## src/hdl/icrt_pkg.sv

```systemverilog
// shared types, constants and functions for the radix text converter
`timescale 1ns / 1ps

package icrt_pkg;

  localparam int unsigned MAX_RADIX    = 16;
  localparam int unsigned BUFFER_DEPTH = 32;

  localparam logic [6:0] CHAR_MINUS = 7'h2d;
  localparam logic [6:0] CHAR_PLUS  = 7'h2b;
  localparam logic [7:0] CHAR_LOW   = 8'h20;
  localparam logic [7:0] CHAR_HIGH  = 8'h7e;

  localparam logic [1:0] REG_RADIX      = 2'd0;
  localparam logic [1:0] REG_CHARS_LOW  = 2'd1;
  localparam logic [1:0] REG_CHARS_HIGH = 2'd2;

  localparam logic [4:0]  RADIX_RESET      = 5'd10;
  localparam logic [63:0] CHARS_LOW_RESET  = 64'h3736353433323130;
  localparam logic [63:0] CHARS_HIGH_RESET = 64'h6665646362613938;

  typedef struct packed {
    logic [4:0]   radix;
    logic [127:0] chars;
  } cfg_t;

  typedef struct packed {
    logic        neg;
    logic [31:0] mag;
  } job_t;

  // full byte of the character for one digit
  function automatic logic [7:0] char_byte(input cfg_t cfg, input logic [3:0] d);
    char_byte = cfg.chars[{d, 3'b000} +: 8];
  endfunction

  function automatic logic alphabet_ok(input cfg_t cfg);
    logic       ok;
    logic [7:0] c;
    ok = (cfg.radix >= 5'd2) && (cfg.radix <= 5'(MAX_RADIX));
    for (int i = 0; i < 16; i++) begin
      c = char_byte(cfg, 4'(i));
      if (5'(i) < cfg.radix) begin
        if (c < CHAR_LOW || c > CHAR_HIGH) ok = 1'b0;
        if (c == {1'b0, CHAR_PLUS} || c == {1'b0, CHAR_MINUS}) ok = 1'b0;
        for (int j = 0; j < i; j++) begin
          if (char_byte(cfg, 4'(j)) == c) ok = 1'b0;
        end
      end
    end
    alphabet_ok = ok;
  endfunction

  // floor(2^32 / d), the estimate is at most one below the true quotient
  function automatic logic [31:0] recip(input logic [4:0] d);
    unique case (d)
      5'd2:    recip = 32'd2147483648;
      5'd3:    recip = 32'd1431655765;
      5'd4:    recip = 32'd1073741824;
      5'd5:    recip = 32'd858993459;
      5'd6:    recip = 32'd715827882;
      5'd7:    recip = 32'd613566756;
      5'd8:    recip = 32'd536870912;
      5'd9:    recip = 32'd477218588;
      5'd10:   recip = 32'd429496729;
      5'd11:   recip = 32'd390451572;
      5'd12:   recip = 32'd357913941;
      5'd13:   recip = 32'd330382099;
      5'd14:   recip = 32'd306783378;
      5'd15:   recip = 32'd286331153;
      5'd16:   recip = 32'd268435456;
      default: recip = 32'd0;
    endcase
  endfunction

endpackage

```

## src/hdl/icrt_front.sv

```systemverilog
// input stage: holds one number, checks the alphabet, hands jobs to the queue or drops them on a bad alphabet
`timescale 1ns / 1ps

module icrt_front (
  input  logic           clk,
  input  logic           rst,
  input  icrt_pkg::cfg_t cfg,
  input  logic           s_tvalid,
  output logic           s_tready,
  input  logic [31:0]    s_tdata,
  input  logic           q_full,
  output logic           push,
  output icrt_pkg::job_t push_job
);
  import icrt_pkg::*;

  logic        hold_valid;
  logic [31:0] hold_num;
  logic        ok;
  logic        consume;
  logic        accept;

  assign ok       = alphabet_ok(cfg);
  assign consume  = hold_valid && (!ok || !q_full);
  assign push     = hold_valid && ok && !q_full;
  assign s_tready = !hold_valid || consume;
  assign accept   = s_tvalid && s_tready;

  assign push_job.neg = hold_num[31];
  assign push_job.mag = hold_num[31] ? (32'd0 - hold_num) : hold_num;

  always_ff @(posedge clk) begin
    if (rst) begin
      hold_valid <= 1'b0;
    end else if (accept) begin
      hold_valid <= 1'b1;
    end else if (consume) begin
      hold_valid <= 1'b0;
    end
  end

  always_ff @(posedge clk) begin
    if (accept) begin
      hold_num <= s_tdata;
    end
  end

endmodule

```

## src/hdl/icrt_queue.sv

```systemverilog
// two-entry job queue between the front and back parts
`timescale 1ns / 1ps

module icrt_queue (
  input  logic           clk,
  input  logic           rst,
  input  logic           push,
  input  icrt_pkg::job_t push_job,
  output logic           full,
  input  logic           pop,
  output logic           pop_valid,
  output icrt_pkg::job_t pop_job
);
  import icrt_pkg::*;

  job_t       ent [2];
  logic       wr_ptr;
  logic       rd_ptr;
  logic [1:0] count;

  assign full      = (count == 2'd2);
  assign pop_valid = (count != 2'd0);
  assign pop_job   = ent[rd_ptr];

  always_ff @(posedge clk) begin
    if (rst) begin
      wr_ptr <= 1'b0;
      rd_ptr <= 1'b0;
      count  <= 2'd0;
    end else begin
      if (push) wr_ptr <= ~wr_ptr;
      if (pop) rd_ptr <= ~rd_ptr;
      if (push && !pop) begin
        count <= count + 2'd1;
      end else if (pop && !push) begin
        count <= count - 2'd1;
      end
    end
  end

  always_ff @(posedge clk) begin
    if (push) begin
      ent[wr_ptr] <= push_job;
    end
  end

endmodule

```

## src/hdl/icrt_back.sv

```systemverilog
// digit engine: reciprocal division per digit, then a minus sign if negative and characters out most significant first
`timescale 1ns / 1ps

module icrt_back (
  input  logic           clk,
  input  logic           rst,
  input  icrt_pkg::cfg_t cfg,
  input  logic           q_valid,
  input  icrt_pkg::job_t q_job,
  output logic           pop,
  output logic           m_tvalid,
  input  logic           m_tready,
  output logic [7:0]     m_tdata,
  output logic           m_tlast
);
  import icrt_pkg::*;

  localparam logic [2:0] ST_IDLE = 3'd0;
  localparam logic [2:0] ST_MUL  = 3'd1;
  localparam logic [2:0] ST_DIV  = 3'd2;
  localparam logic [2:0] ST_SGN  = 3'd3;
  localparam logic [2:0] ST_RD   = 3'd4;
  localparam logic [2:0] ST_CH   = 3'd5;

  logic [2:0]  state;
  logic [2:0]  state_next;
  logic        neg;
  logic [31:0] magnitude;
  logic [63:0] prod;
  logic [5:0]  digit_count;

  logic [3:0]  digit_buffer [BUFFER_DEPTH];
  logic        wr_en;
  logic [4:0]  wr_addr;
  logic [3:0]  wr_digit;
  logic        rd_en;
  logic [3:0]  rd_data;
  logic [7:0]  rd_char;

  logic [31:0] q0;
  logic [31:0] qd;
  logic [31:0] r0;
  logic        corr;
  logic [31:0] quot;
  logic [3:0]  rem;

  logic        out_valid;
  logic [6:0]  out_char;
  logic        out_last;
  logic        out_free;

  assign out_free = !out_valid || m_tready;
  assign m_tvalid = out_valid;
  assign m_tdata  = {1'b0, out_char};
  assign m_tlast  = out_last;

  assign pop = (state == ST_IDLE) && q_valid;

  assign rd_char = char_byte(cfg, rd_data);

  // estimate from the reciprocal, then one correction step
  assign q0   = prod[63:32];
  assign qd   = q0 * {27'd0, cfg.radix};
  assign r0   = magnitude - qd;
  assign corr = (r0 >= {27'd0, cfg.radix});
  assign quot = corr ? (q0 + 32'd1) : q0;
  assign rem  = corr ? 4'(r0 - {27'd0, cfg.radix}) : r0[3:0];

  always_comb begin
    wr_en    = 1'b0;
    wr_addr  = digit_count[4:0];
    wr_digit = rem;
    rd_en    = (state == ST_RD);
    if (pop && q_job.mag == 32'd0) begin
      wr_en    = 1'b1;
      wr_addr  = 5'd0;
      wr_digit = 4'd0;
    end else if (state == ST_DIV) begin
      wr_en = 1'b1;
    end
  end

  always_comb begin
    state_next = state;
    unique case (state)
      ST_IDLE: begin
        if (q_valid) begin
          if (q_job.mag == 32'd0) begin
            state_next = q_job.neg ? ST_SGN : ST_RD;
          end else begin
            state_next = ST_MUL;
          end
        end
      end
      ST_MUL: state_next = ST_DIV;
      ST_DIV: begin
        if (quot == 32'd0) begin
          state_next = neg ? ST_SGN : ST_RD;
        end else begin
          state_next = ST_MUL;
        end
      end
      ST_SGN: if (out_free) state_next = ST_RD;
      ST_RD:  state_next = ST_CH;
      ST_CH: begin
        if (out_free) begin
          state_next = (digit_count == 6'd1) ? ST_IDLE : ST_RD;
        end
      end
      default: state_next = ST_IDLE;
    endcase
  end

  always_ff @(posedge clk) begin
    if (rst) begin
      state       <= ST_IDLE;
      neg         <= 1'b0;
      magnitude   <= 32'd0;
      digit_count <= 6'd0;
      out_valid   <= 1'b0;
    end else begin
      state <= state_next;
      if (pop) begin
        neg         <= q_job.neg;
        magnitude   <= q_job.mag;
        digit_count <= (q_job.mag == 32'd0) ? 6'd1 : 6'd0;
      end else if (state == ST_DIV) begin
        magnitude   <= quot;
        digit_count <= digit_count + 6'd1;
      end else if (state == ST_CH && out_free) begin
        digit_count <= digit_count - 6'd1;
      end
      if ((state == ST_SGN || state == ST_CH) && out_free) begin
        out_valid <= 1'b1;
      end else if (m_tready) begin
        out_valid <= 1'b0;
      end
    end
  end

  always_ff @(posedge clk) begin
    if (state == ST_MUL) begin
      prod <= 64'(magnitude) * 64'(recip(cfg.radix));
    end
    if (state == ST_SGN && out_free) begin
      out_char <= CHAR_MINUS;
      out_last <= 1'b0;
    end else if (state == ST_CH && out_free) begin
      out_char <= rd_char[6:0];
      out_last <= (digit_count == 6'd1);
    end
  end

  always_ff @(posedge clk) begin
    if (wr_en) begin
      digit_buffer[wr_addr] <= wr_digit;
    end
  end

  always_ff @(posedge clk) begin
    if (rd_en) begin
      rd_data <= digit_buffer[5'(digit_count - 6'd1)];
    end
  end

endmodule

```

## src/hdl/integer_to_custom_radix_text_core.sv

```systemverilog
// with no stalls, each word goes through the front hold register and the queue, then the back
// part runs a multiply step and a division step per digit, none for zero, then a sign step
// if negative, then a read step and a character step for each digit
// the back part pops a new number only from its idle state, once the previous one is done;
// the front and a two-entry queue accept and check the next words meanwhile
// reset is synchronous: control and queue clear, config returns to radix 10 and "0123456789abcdef"
`timescale 1ns / 1ps

module integer_to_custom_radix_text_core (
  input  logic        clk,
  input  logic        rst,
  input  logic        cfg_we,
  input  logic [1:0]  cfg_index,
  input  logic [63:0] cfg_data,
  input  logic        s_tvalid,
  output logic        s_tready,
  input  logic [31:0] s_tdata,   // number
  output logic        m_tvalid,
  input  logic        m_tready,
  output logic [7:0]  m_tdata,   // character, zero pad bit
  output logic        m_tlast
);
  import icrt_pkg::*;

  cfg_t cfg;
  logic q_full;
  logic push;
  job_t push_job;
  logic pop;
  logic q_valid;
  job_t q_job;

  always_ff @(posedge clk) begin
    if (rst) begin
      cfg.radix <= RADIX_RESET;
      cfg.chars <= {CHARS_HIGH_RESET, CHARS_LOW_RESET};
    end else if (cfg_we) begin
      unique case (cfg_index)
        REG_RADIX:      cfg.radix <= cfg_data[4:0];
        REG_CHARS_LOW:  cfg.chars[63:0] <= cfg_data;
        REG_CHARS_HIGH: cfg.chars[127:64] <= cfg_data;
        default: ;
      endcase
    end
  end

  icrt_front u_front (
    .clk      (clk),
    .rst      (rst),
    .cfg      (cfg),
    .s_tvalid (s_tvalid),
    .s_tready (s_tready),
    .s_tdata  (s_tdata),
    .q_full   (q_full),
    .push     (push),
    .push_job (push_job)
  );

  icrt_queue u_queue (
    .clk       (clk),
    .rst       (rst),
    .push      (push),
    .push_job  (push_job),
    .full      (q_full),
    .pop       (pop),
    .pop_valid (q_valid),
    .pop_job   (q_job)
  );

  icrt_back u_back (
    .clk      (clk),
    .rst      (rst),
    .cfg      (cfg),
    .q_valid  (q_valid),
    .q_job    (q_job),
    .pop      (pop),
    .m_tvalid (m_tvalid),
    .m_tready (m_tready),
    .m_tdata  (m_tdata),
    .m_tlast  (m_tlast)
  );

endmodule

```

## config.mk

```make
export PLATFORM = sky130hd
export DESIGN_NAME = integer_to_custom_radix_text_core
export DESIGN_NICKNAME = d
export VERILOG_FILES = /design/src/hdl/icrt_pkg.sv /design/src/hdl/icrt_front.sv /design/src/hdl/icrt_queue.sv /design/src/hdl/icrt_back.sv /design/src/hdl/integer_to_custom_radix_text_core.sv
export SDC_FILE = /design/constraint.sdc
export NUM_CORES = 2
export LEC_CHECK = 0
export BUFFER_PORTS_ARGS = -buffer_cell sky130_fd_sc_hd__buf_2
export CORE_ASPECT_RATIO = 2
export CORE_UTILIZATION = 44
export DETAILED_ROUTE_END_ITERATION = 7
export PLACE_DENSITY = 0.67
export SLEW_MARGIN = 40
export SYNTH_ARGS = -nofsm -noshare
export SYNTH_HDL_FRONTEND = slang
export SYNTH_SLANG_ARGS = --single-unit
```

## constraint.sdc

```tcl
create_clock -name clk -period 17.9 [get_ports clk]
set_input_delay 1.79 -clock clk [delete_from_list [all_inputs] [get_ports clk]]
set_output_delay 1.79 -clock clk [all_outputs]
set_load 0.01 [all_outputs]
```

==> flow_metrics.env <==
export IMPL_cts_sinks=474
export IMPL_fin_crit_sh_pct=54.0
export IMPL_cts_made_buffers=44
export IMPL_required_ns=18.28
export IMPL_async_flop_share_pct=0
export IMPL_vias_per_cell=5.95
export IMPL_synth_top_cell_by_area="fa_1"
export IMPL_ctsHoldBuffers=0
export IMPL_grt_usage_pct=34.5
export IMPL_layout_nets=8632
export IMPL_synth_warnings=0
export IMPL_die_w_um=280
export IMPL_gp_congestion=1.05
export IMPL_syn_instance_count=7380
export IMPL_r2r_setup_slack_ns=8.23
export IMPL_die_h_um=559
export IMPL_hold_end="cfg[23]$_SDFFE_PP0P_"
export IMPL_drive_gt1_share_pct=7.55
export IMPL_maxSlewHeadroom_pct=38.2
export IMPL_ctsResizeCount=0
export IMPL_min_path_cells=2
export IMPL_dpl_hpwl_um=197000
export IMPL_synth_seq_cells=474
export IMPL_grt_ovfl_total=0
export IMPL_cts_tree="yes"
export IMPL_start_kind="flip-flop"
export IMPL_fmax_ghz=0.103
export IMPL_drt_iter0_drc=4440
export IMPL_avgSynthCellArea_um2=9.24
export IMPL_drv_slew=0
export IMPL_cts_buffer_depth=3
export IMPL_path_max_fanout=32
export IMPL_drc=0
export IMPL_cts_root_buf="clkbuf_16"
export IMPL_end_kind="flip-flop"
export IMPL_core_area_um2=154000
export IMPL_hold_viol_final=0
export IMPL_clk_transition_reported_paths_ns=0.07
export IMPL_synthesis_nets=8799
export IMPL_finalSetupViolations=0
export IMPL_max_stage_delay_ns=0.75
export IMPL_crit_family="adder cells"
export IMPL_cpMostUsedCell="fa_1"
export IMPL_area_growth_pct=6.40
export IMPL_worst_path_buf_inv=7
export IMPL_drt_pass1_iterations=7
export IMPL_drt_wl_total_um=265000
export IMPL_ys_types=90
export IMPL_wire_per_inst_um=28.4
export IMPL_grt_pass1_wl_um=389000
export IMPL_synth_top_area_share_pct=29.6
export IMPL_grt_max_degree=78
export IMPL_synth_edf_count=262
export IMPL_fin_crit_ns=9.67
export IMPL_cpMaxStageDelayCell="or4b_2"
export IMPL_clock_latency_ns=0.71
export IMPL_reg2regPathDepth=31
export IMPL_worstSetupPathType="reg2reg"
export IMPL_ys_flop_type="edfxtp_1"
export IMPL_antenna_found_initial=17
export IMPL_start_util_pct=44.2
export IMPL_ys_top_cells_by_area="fa_1, edfxtp_1, xnor2_1"
export IMPL_maxCapViolations=0
export IMPL_die_area_um2=157000
export IMPL_rows=204
export IMPL_worst_ep_arrival_time_ns=10.05
export IMPL_h_tree_depth=2
export IMPL_hold_start="cfg[23]$_SDFFE_PP0P_"
export IMPL_finalSetupTns_ns=0
export IMPL_yosysSeqAreaShare_pct=17.8
export IMPL_worst_slew_pin_slew_ns=0.927
export IMPL_finClkSkew_ns=0.0868
export IMPL_hp_class="reg2reg"
export IMPL_antenna_left=0
export IMPL_grt_pass1_vias=59700
export IMPL_port_buffers=112
export IMPL_syn_cell_area_um2=68200
export IMPL_dr_total_vias=55400
export IMPL_ios=114
export IMPL_status="finished clean"
export IMPL_r2r_end="u_back.prod[63]$_DFFE_PP_"
export IMPL_cts_setup_buffers=0
export IMPL_rsz0062_at_grt="no"
[worst min-delay path, stage by stage, from the launching register on]
cell	delay, ns
dfxtp_1	0.31
nand2_1	0.05
a21oi_1	0.05
[how the worst max path moves through the flow]
stage | start | to | slack (ns) | depth (start not counted)
6_report | flip-flop | u_back.prod[63]$_DFFE_PP_ | 8.23 | 31
5_1_grt | u_back.magnitude[20]$_SDFFE_PP0P_ | u_back.prod[63]$_DFFE_PP_ | 7.85 | 31
4_1_cts | flip-flop | u_back.prod[63]$_DFFE_PP_ | 8.31 | 31
3_5_place_dp | flip-flop | u_back.prod[63]$_DFFE_PP_ | 8.40 | 31
3_3_place_gp | flip-flop | u_back.prod[63]$_DFFE_PP_ | 8.44 | 31
2_1_floorplan | u_back.magnitude[18]$_SDFFE_PP0P_ | u_back.prod[63]$_DFFE_PP_ | 9.49 | 31
[Yosys cell counts (36+ instances only)]
library cell and count:
nand4_1 156, nand3b_1 61, inv_1 1131, and2_1 346
nand2_1 926, clkbuf_1 401, a21oi_1 229, dfxtp_1 212
mux4_2 75, buf_1 129, nand3_1 73, ha_1 309
nor3_1 36, edfxtp_1 262, xor2_1 522, o21ai_0 111
mux2i_1 39, xnor2_1 550, fa_1 1007, nor2_1 241
nor4_1 160
[kinds of logic after synthesis]
family          after synthesis  share of synthesized area, %
fa+ha+maj                  1316                          35.2
xor+xnor                   1072                          13.8
simple gates               2155                          15.6
compound gates              563                          5.09
buf+inv                    1676                          9.30
flops                       474                          17.8
mux                         123                          3.20
other cells                   1                       0.00550
[cells in the final DEF, fill, tap and decap left out, types with 21 or more instances in the layout]
| master | n |
|---|---|
| and3_1 | 21 |
| clkbuf_16 | 46 |
| inv_1 | 1131 |
| nor3_1 | 36 |
| dfxtp_1 | 207 |
| xor2_1 | 522 |
| ha_1 | 309 |
| o21ai_0 | 108 |
| a21oi_1 | 228 |
| nand3_1 | 73 |
| edfxtp_1 | 262 |
| nand4_1 | 156 |
| nand2_1 | 926 |
| a21o_1 | 29 |
| xnor2_1 | 549 |
| fa_1 | 1007 |
| nor4_1 | 154 |
| nor2_1 | 232 |
| buf_2 | 112 |
| mux4_2 | 75 |
| buf_4 | 215 |
| mux2i_1 | 38 |
| o31ai_1 | 25 |
| nand3b_1 | 61 |
| a211oi_1 | 25 |
| and2_1 | 346 |
[cell type report]
class	count	area [um2]
Antenna cell	7	17.5
Clock buffer	52	1180
Clock inverter	27	338
Fill cell	14700	81600
Inverter	1132	4250
Multi-Input combinational cell	5230	49800
Sequential cell	474	12100
Tap cell	2060	2580
Timing Repair Buffer	331	2220
[layer usage]
| metal | share of wire [%] | vias up | track usage, % |
|---|---|---|---|
| met5 | 0.036 | - | 0.0313 |
| met4 | 14 | 16 | 40.3 |
| li1 | - | 22900 | - |
| met1 | 28 | 27300 | 31.2 |
| met2 | 49 | 3462 | 58.7 |
| met3 | 8.4 | 1746 | 8.38 |
[registers in the layout (all words and copies together) (netlist names), 2 cells and up, named ones only]
name / count
u_queue.count: 2
u_back.rd_data: 4
u_back.magnitude: 32
u_back.digit_buffer: 128
cfg: 133
u_back.digit_count: 6
u_front.hold_num: 32
u_back.state: 3
u_queue.ent: 66
u_back.out_char: 7
u_back.prod: 32
[through the flow]
step / util, % / instance area, um2 / instances / hold slack (ns) / setup slack, ns
floorplan: - / 68200 / 7380 / 0.445 / 9.49
global placement: 46.0 / 70900 / 9224 / 0.442 / 8.44
detailed placement: 46.0 / 71000 / 9226 / 0.448 / 8.40
CTS: 47.0 / 72500 / 9305 / 0.457 / 8.31
global route: 47.0 / 72500 / 9308 / 0.473 / 7.85
finish: 47.1 / 72500 / 9313 / 0.456 / 8.23
Power is not shown: default switching activity piles up to over one toggle a cycle in this logic, so the estimate is an artifact.
